## src/hdl/ipv4v_pkg.sv

```systemverilog
package ipv4v_pkg;

  // character codes
  localparam logic [7:0] CharZero  = 8'h30;
  localparam logic [7:0] CharNine  = 8'h39;
  localparam logic [7:0] CharDot   = 8'h2E;
  localparam logic [7:0] CharColon = 8'h3A;

  // limits of the parts
  localparam int unsigned PartW    = 17;
  localparam int unsigned ProdW    = 21;
  localparam logic [PartW-1:0] OctetMax = 17'd255;
  localparam logic [PartW-1:0] PortMax  = 17'd65535;
  localparam logic [PartW-1:0] AccSat   = 17'd65536;

  // part index: octets a..d are 0..3, the port is 4
  localparam logic [2:0] LastOctetIdx = 3'd3;
  localparam logic [2:0] PortIdx      = 3'd4;

  // one result word
  typedef struct packed {
    logic        ok;
    logic [31:0] address;
    logic [15:0] port;
  } result_t;

endpackage

```

## src/hdl/ipv4v_parser.sv

```systemverilog
module ipv4v_parser (
  input  logic                 clk_i,
  input  logic                 rst_ni,
  input  logic                 fire_i,
  input  logic [7:0]           char_code_i,
  input  logic                 last_char_i,
  output ipv4v_pkg::result_t   res_o
);

  logic [2:0]                       part_index_q, part_index_d;
  logic [ipv4v_pkg::PartW-1:0]      part_value_q, part_value_d;
  logic                             digit_seen_q, digit_seen_d;
  logic                             zero_first_q, zero_first_d;
  logic                             error_q, error_d;
  logic [31:0]                      octets_q, octets_d;

  logic                             is_digit;
  logic                             is_dot;
  logic                             is_colon;
  logic [3:0]                       digit;
  logic [ipv4v_pkg::ProdW-1:0]      prod;
  logic                             pos_ok;
  logic                             ok;

  // character classes and the decimal step
  always_comb begin
    is_digit = (char_code_i >= ipv4v_pkg::CharZero) && (char_code_i <= ipv4v_pkg::CharNine);
    is_dot   = (char_code_i == ipv4v_pkg::CharDot);
    is_colon = (char_code_i == ipv4v_pkg::CharColon);
    digit    = 4'(char_code_i - ipv4v_pkg::CharZero);
    prod     = {part_value_q, 3'b000} + {2'b00, part_value_q, 1'b0}
               + ipv4v_pkg::ProdW'(digit);
    pos_ok   = is_dot ? (part_index_q < ipv4v_pkg::LastOctetIdx)
                      : (part_index_q == ipv4v_pkg::LastOctetIdx);
  end

  // parse one character
  always_comb begin
    part_index_d = part_index_q;
    part_value_d = part_value_q;
    digit_seen_d = digit_seen_q;
    zero_first_d = zero_first_q;
    error_d      = error_q;
    octets_d     = octets_q;
    if (!error_q) begin
      if (is_digit) begin
        if (digit_seen_q && zero_first_q) begin
          error_d = 1'b1;
        end else begin
          if (!digit_seen_q && digit == 4'd0) begin
            zero_first_d = 1'b1;
          end
          digit_seen_d = 1'b1;
          if (prod > ipv4v_pkg::ProdW'(ipv4v_pkg::PortMax)) begin
            part_value_d = ipv4v_pkg::AccSat;
            error_d      = 1'b1;
          end else begin
            part_value_d = prod[ipv4v_pkg::PartW-1:0];
          end
        end
      end else if (is_dot || is_colon) begin
        if (!pos_ok || !digit_seen_q || part_value_q > ipv4v_pkg::OctetMax) begin
          error_d = 1'b1;
        end else begin
          octets_d     = {octets_q[23:0], part_value_q[7:0]};
          part_index_d = part_index_q + 3'd1;
          part_value_d = '0;
          digit_seen_d = 1'b0;
          zero_first_d = 1'b0;
        end
      end else begin
        error_d = 1'b1;
      end
    end
  end

  // result of a text ending with this character
  always_comb begin
    ok = !error_d && (part_index_d == ipv4v_pkg::PortIdx) && digit_seen_d
         && (part_value_d <= ipv4v_pkg::PortMax);
    res_o.ok      = ok;
    res_o.address = ok ? octets_d : 32'd0;
    res_o.port    = ok ? part_value_d[15:0] : 16'd0;
  end

  // parser state, back to reset after the last character
  always_ff @(posedge clk_i or negedge rst_ni) begin
    if (!rst_ni) begin
      part_index_q <= '0;
      part_value_q <= '0;
      digit_seen_q <= 1'b0;
      zero_first_q <= 1'b0;
      error_q      <= 1'b0;
      octets_q     <= '0;
    end else if (fire_i) begin
      if (last_char_i) begin
        part_index_q <= '0;
        part_value_q <= '0;
        digit_seen_q <= 1'b0;
        zero_first_q <= 1'b0;
        error_q      <= 1'b0;
        octets_q     <= '0;
      end else begin
        part_index_q <= part_index_d;
        part_value_q <= part_value_d;
        digit_seen_q <= digit_seen_d;
        zero_first_q <= zero_first_d;
        error_q      <= error_d;
        octets_q     <= octets_d;
      end
    end
  end

endmodule

```

## src/hdl/ipv4v_out_reg.sv

```systemverilog
module ipv4v_out_reg (
  input  logic                 clk_i,
  input  logic                 rst_ni,
  input  logic                 load_i,
  input  ipv4v_pkg::result_t   res_i,
  input  logic                 out_stall_i,
  output logic                 out_valid_o,
  output logic                 valid_res_o,
  output logic [31:0]          address_o,
  output logic [15:0]          port_o
);

  logic                out_valid_q, out_valid_d;
  ipv4v_pkg::result_t  res_q;

  // word held until the receiver takes it
  always_comb begin
    if (load_i) begin
      out_valid_d = 1'b1;
    end else if (out_stall_i) begin
      out_valid_d = out_valid_q;
    end else begin
      out_valid_d = 1'b0;
    end
  end

  always_ff @(posedge clk_i or negedge rst_ni) begin
    if (!rst_ni) begin
      out_valid_q <= 1'b0;
    end else begin
      out_valid_q <= out_valid_d;
    end
  end

  // payload
  always_ff @(posedge clk_i) begin
    if (load_i) begin
      res_q <= res_i;
    end
  end

  assign out_valid_o = out_valid_q;
  assign valid_res_o = res_q.ok;
  assign address_o   = res_q.address;
  assign port_o      = res_q.port;

endmodule

```

## src/hdl/ipv4v_core_top.sv

```systemverilog
// ipv4_port_text_validator_core: checks a text "a.b.c.d:p" fed one character per word.
// Input channel: in_valid_i / in_stall_o with char_code_i and last_char_i, where
// last_char_i marks the final character of a text. Output channel: out_valid_o /
// out_stall_i with valid_res_o, address_o (first octet in bits 31..24) and port_o;
// address and port read 0 when the text is malformed. One output word is given per
// text, after its last character; other characters give none.
// A character waits in the input register and is then parsed into the parser state or,
// for a last character, into the result register, whose word is then valid.
// Throughput: one character per cycle while the sender is not stalled, set by the
// parser, which takes the held character whenever it is not blocked.
// While the receiver stalls, a finished word waits in the result register and
// characters keep flowing; only a further last character waits in the input
// register, which then stalls the sender.
// Reset clears the parser state and both valid flags; the block is ready at once.
module ipv4_port_text_validator_core (
  input  logic        clk_i,
  input  logic        rst_ni,
  input  logic        in_valid_i,
  output logic        in_stall_o,
  input  logic [7:0]  char_code_i,
  input  logic        last_char_i,
  output logic        out_valid_o,
  input  logic        out_stall_i,
  output logic        valid_res_o,
  output logic [31:0] address_o,
  output logic [15:0] port_o
);

  logic               in_valid_q, in_valid_d;
  logic [7:0]         char_q;
  logic               last_q;
  logic               blocked;
  logic               fire;
  logic               in_fire;
  ipv4v_pkg::result_t res;

  // the held character moves on unless it ends a text and the result slot is full
  assign blocked    = in_valid_q && last_q && out_valid_o && out_stall_i;
  assign fire       = in_valid_q && !blocked;
  assign in_stall_o = blocked;
  assign in_fire    = in_valid_i && !in_stall_o;

  // input register
  always_comb begin
    if (in_fire) begin
      in_valid_d = 1'b1;
    end else if (fire) begin
      in_valid_d = 1'b0;
    end else begin
      in_valid_d = in_valid_q;
    end
  end

  always_ff @(posedge clk_i or negedge rst_ni) begin
    if (!rst_ni) begin
      in_valid_q <= 1'b0;
    end else begin
      in_valid_q <= in_valid_d;
    end
  end

  always_ff @(posedge clk_i) begin
    if (in_fire) begin
      char_q <= char_code_i;
      last_q <= last_char_i;
    end
  end

  // parser
  ipv4v_parser u_parser (
    .clk_i       (clk_i),
    .rst_ni      (rst_ni),
    .fire_i      (fire),
    .char_code_i (char_q),
    .last_char_i (last_q),
    .res_o       (res)
  );

  // result register
  ipv4v_out_reg u_out_reg (
    .clk_i       (clk_i),
    .rst_ni      (rst_ni),
    .load_i      (fire && last_q),
    .res_i       (res),
    .out_stall_i (out_stall_i),
    .out_valid_o (out_valid_o),
    .valid_res_o (valid_res_o),
    .address_o   (address_o),
    .port_o      (port_o)
  );

  // a malformed text reports zero address and port
  a_invalid_zero: assert property (@(posedge clk_i) disable iff (!rst_ni)
    out_valid_o && !valid_res_o |-> address_o == 32'd0 && port_o == 16'd0)
    else $error("invalid result carries nonzero fields");

  // the sender is only stalled behind a full, stalled result slot
  a_stall_cause: assert property (@(posedge clk_i) disable iff (!rst_ni)
    in_stall_o |-> out_valid_o && out_stall_i && in_valid_q && last_q)
    else $error("input stalled without a full result slot");

  // a parsed last character always yields a result word
  a_last_gives_word: assert property (@(posedge clk_i) disable iff (!rst_ni)
    fire && last_q |=> out_valid_o)
    else $error("last character produced no result");

  // a non-last character never creates a word
  a_no_spurious_word: assert property (@(posedge clk_i) disable iff (!rst_ni)
    !out_valid_o && !(fire && last_q) |=> !out_valid_o)
    else $error("result word without a last character");

endmodule

```

## config.mk

```make
export PLATFORM = sky130hd
export DESIGN_NAME = ipv4_port_text_validator_core
export DESIGN_NICKNAME = d
export VERILOG_FILES = /design/src/hdl/ipv4v_pkg.sv /design/src/hdl/ipv4v_parser.sv /design/src/hdl/ipv4v_out_reg.sv /design/src/hdl/ipv4v_core_top.sv
export SDC_FILE = /design/constraint.sdc
export NUM_CORES = 1
export LEC_CHECK = 0
export ABC_AREA = 1
export BUFFER_PORTS_ARGS = -buffer_cell sky130_fd_sc_hd__buf_4
export CAP_MARGIN = 20
export CELL_PAD_IN_SITES_DETAIL_PLACEMENT = 0
export CELL_PAD_IN_SITES_GLOBAL_PLACEMENT = 2
export CORE_MARGIN = 1.5
export CORE_UTILIZATION = 40
export DETAILED_ROUTE_END_ITERATION = 6
export GPL_ROUTABILITY_DRIVEN = 0
export PLACE_DENSITY = 0.85
export SETUP_SLACK_MARGIN = 0.2
export SLEW_MARGIN = 15
export SYNTH_ARGS = -nofsm -noshare
export SYNTH_HDL_FRONTEND = slang
export SYNTH_SLANG_ARGS = --single-unit
```

## constraint.sdc

```tcl
create_clock -name clk_i -period 5.6 [get_ports clk_i]
set_input_delay 0.84 -clock clk_i [delete_from_list [all_inputs] [get_ports clk_i]]
set_output_delay 0.84 -clock clk_i [all_outputs]
set_load 0.1 [all_outputs]
```

==> out/summary.txt <==
Buf/Inv on CP: 3
Average size of a mapped cell: 8.59 sq um
CP endpoint kind: register
Initial drt markers: 301
Vias in the first global route: 5,188
RR Startpoint: u_parser.part_value_q[0]
Worst path top cell family by delay: simple AND/OR/NAND/NOR gates
Area after DPL: 7450 sq um
Tightest Pin Transition: 0.896 ns
P per Cell Area: 271 nW/um^2
Total Wirelength: 16.4 mm
Worst-path cell chain: inv_1 -> fa_1 -> fa_1 -> inv_1 -> nand3_1 -> nand3_1 -> nand2_1 -> nand2_1 -> nand2_1 -> nand2_1 -> nand2_1 -> nand2_2 -> nor2_8 -> nand2_4 -> nand2_4 -> nand2_4 -> nor2_8 -> inv_4 -> nor2_1
DRT Pass-1 Iters: 5
Synth top area share: 0.256
Clock sinks: 115
Final worst-path cycle share: 0.676
Ys async rst share: 0.496
Synthesis-to-finish area growth: 17.6%
Layout cells sized above 1: 0.179
CP max FO: 35
Drt drc: 0
Peak VDD IR: 0.000225 V
Clock Skew: 0.00782 ns
H-tree Lvls: 4
CTS tree: done
Initial Util: 0.410
CTS clock-pin slew for the worst setup and hold paths: 0.05 ns
First-pass GRT wire length: 27.1 mm
CTS Root Cell: clkbuf_16
GRT Util Overall: 0.196
WP data arrival: 3.92 ns
Setup Buffers After CTS: 0
Data required time of the worst path: 5.73 ns
Max Freq: 264 MHz
EDFF count, synth: 58
Antenna viol nets, final: 0
Most numerous cell in the Yosys netlist: nand2_1
Fin crit period: 3.79 ns
Post-synthesis sequential area ratio: 0.465
Total power: 0.00217 W
Final-report max-slew violation count: 0
Total grt overflow: 0
Clk buf depth: 2
Post_cts resized: 0
Setup Crit Path Kind: register to register
Pin count of the biggest net entering global routing: 67
Initial antenna violation count: 0
Hold-fix buffers, CTS: 0
Dpl hpwl: 11.8 mm
Mapped Area: 6810 sq um
Slowest stage delay, CP: 0.63 ns
Die footprint: 17,800 sq um
Slowest CP cell: inv_4
Critical path startpoint category: register
CORE AREA: 16,600 sq um
Vias per inst: 4.83
Top post-synthesis cells by area: edfxtp_1, dfrtp_1, nand2_1, ha_1, inv_1
Hold Violations, Final: 0
Clk_lat worst skew: 0.41 ns
Synth warn: 0
Die W: 133 microns
Mapped Cells: 792
Netlist cell types: 43
Setup violators final: 0
I/O pins: 64
Net Count, Synth: 842
Register bit total from synthesis: 115
Rel. slew slack: 0.403
Top FF cell, synth: edfxtp_1
Biggest area consumer among synthesized cells: edfxtp_1
Diodes inserted: 0
Cell mode on critical path: nand2_1
Reg2reg path depth: 19
I/O Buffers: 63
Fin Setup TNS: 0 ns
# rows: 47
Status: finished clean
Total CTS buffers: 17
Post-DR wirelength/cell: 15.0 microns
Fill count: 1,623
R2R Path End: u_out_reg.port_o[2]
Fin area: 8010 sq um
R2r setup slk: 1.81 ns
Vias: 5,254
Nets: 904
Top post-synthesis cells by count: nand2_1, inv_1, edfxtp_1
Die Y-Extent: 133 microns
Min-delay worst type: primary input to asynchronous set/reset pin
Max-Cap Viols: 0
LEAKAGE: 3.65 nW
RSZ-0062 raised after global routing: no
-- layout make-up --
cell class | instances | area [sq um] | area share
timing repair buffer | 69 | 518 | 0.0647
multi-input combinational | 532 | 3040 | 0.380
tap | 220 | 275 | 0.0344
clock inverter | 11 | 113 | 0.0141
clock buffer | 21 | 440 | 0.0550
inverter | 119 | 449 | 0.0561
sequential | 115 | 3170 | 0.396
-- registers in the layout, indices dropped and copies added, names as in the netlist --
register	cells
char_q	8
in_valid_q	1
last_q	1
u_out_reg.address_o	32
u_out_reg.out_valid_o	1
u_out_reg.port_o	16
u_out_reg.valid_res_o	1
u_parser.digit_seen_q	1
u_parser.error_q	1
u_parser.octets_q	32
u_parser.part_index_q	3
u_parser.part_value_q	17
u_parser.zero_first_q	1
-- power by group --
part           switching [W]  internal, W
clock               0.000374     0.000647
sequential         0.0000124     0.000914
combinational       0.000180    0.0000417
total               0.000566      0.00160
-- stage by stage --
step                      utilization  hold WS, ns  setup WS, ns  instances
after floorplan                     -        0.453         0.720        792
after global placement          0.449        0.469          1.92       1055
after detailed placement        0.449        0.476          1.80       1055
after CTS                       0.483        0.489          1.81       1087
after global routing            0.483        0.520          1.46       1087
final                           0.483        0.486          1.81       1087
-- how the worst max path moves through the flow --
stage / slack [ns] / depth (start not counted) / from / endpoint
CTS: 1.81 / 19 / u_parser.part_value_q[0] / u_out_reg.port_o[3]
global route: 1.46 / 19 / u_parser.part_value_q[0] / u_out_reg.port_o[3]
floorplan: 0.72 / 8 / u_out_reg.out_valid_o / u_parser.error_q
finish: 1.81 / 19 / u_parser.part_value_q[0] / u_out_reg.port_o[2]
detailed placement: 1.80 / 19 / u_parser.part_value_q[0] / u_out_reg.port_o[1]
global placement: 1.92 / 19 / u_parser.part_value_q[0] / u_out_reg.address_o[0]
-- layer usage --
layer	vias up	track usage	share of wire
met4	0	0.0507	0.014
li1	2689	-	-
met1	2438	0.270	0.49
met5	-	0	0
met2	108	0.313	0.46
met3	19	0.0453	0.039
-- cells by family (layout without fill, tap and decap cells) --
logic type	count (synthesis)	after routing	synth area share
xor+xnor	11	11	0.0142
flops	115	115	0.465
compound gates	118	118	0.0949
simple gates	366	366	0.266
buf+inv	145	220	0.0892
fa+ha+maj	37	37	0.0702
-- layout by cell type, fill, tap and decap left out, types with 2 or more instances in the layout --
master | synthesis | routed
nor2_8 | 2 | 2
dfrtp_1 | 57 | 57
nor3_1 | 7 | 7
nand2_4 | 3 | 3
xnor2_1 | 3 | 3
a21oi_1 | 27 | 27
clkbuf_1 | 15 | 4
ha_1 | 35 | 35
clkinv_2 | 0 | 3
nor2_2 | 3 | 4
nand3_2 | 4 | 4
clkinv_1 | 3 | 5
inv_1 | 109 | 109
nor2_4 | 31 | 32
inv_2 | 6 | 6
nand2_1 | 231 | 231
nand3_1 | 36 | 36
bufinv_16 | 0 | 2
clkbuf_16 | 0 | 17
clkinvlp_4 | 0 | 4
nand2_2 | 4 | 4
o21ai_1 | 2 | 2
o21ai_0 | 54 | 54
fa_1 | 2 | 2
o21bai_1 | 2 | 2
edfxtp_1 | 58 | 58
o22ai_1 | 26 | 26
and2_1 | 14 | 14
nor2_1 | 26 | 24
buf_4 | 1 | 69
xor2_1 | 8 | 8
Power figures use the tool's default switching activity.
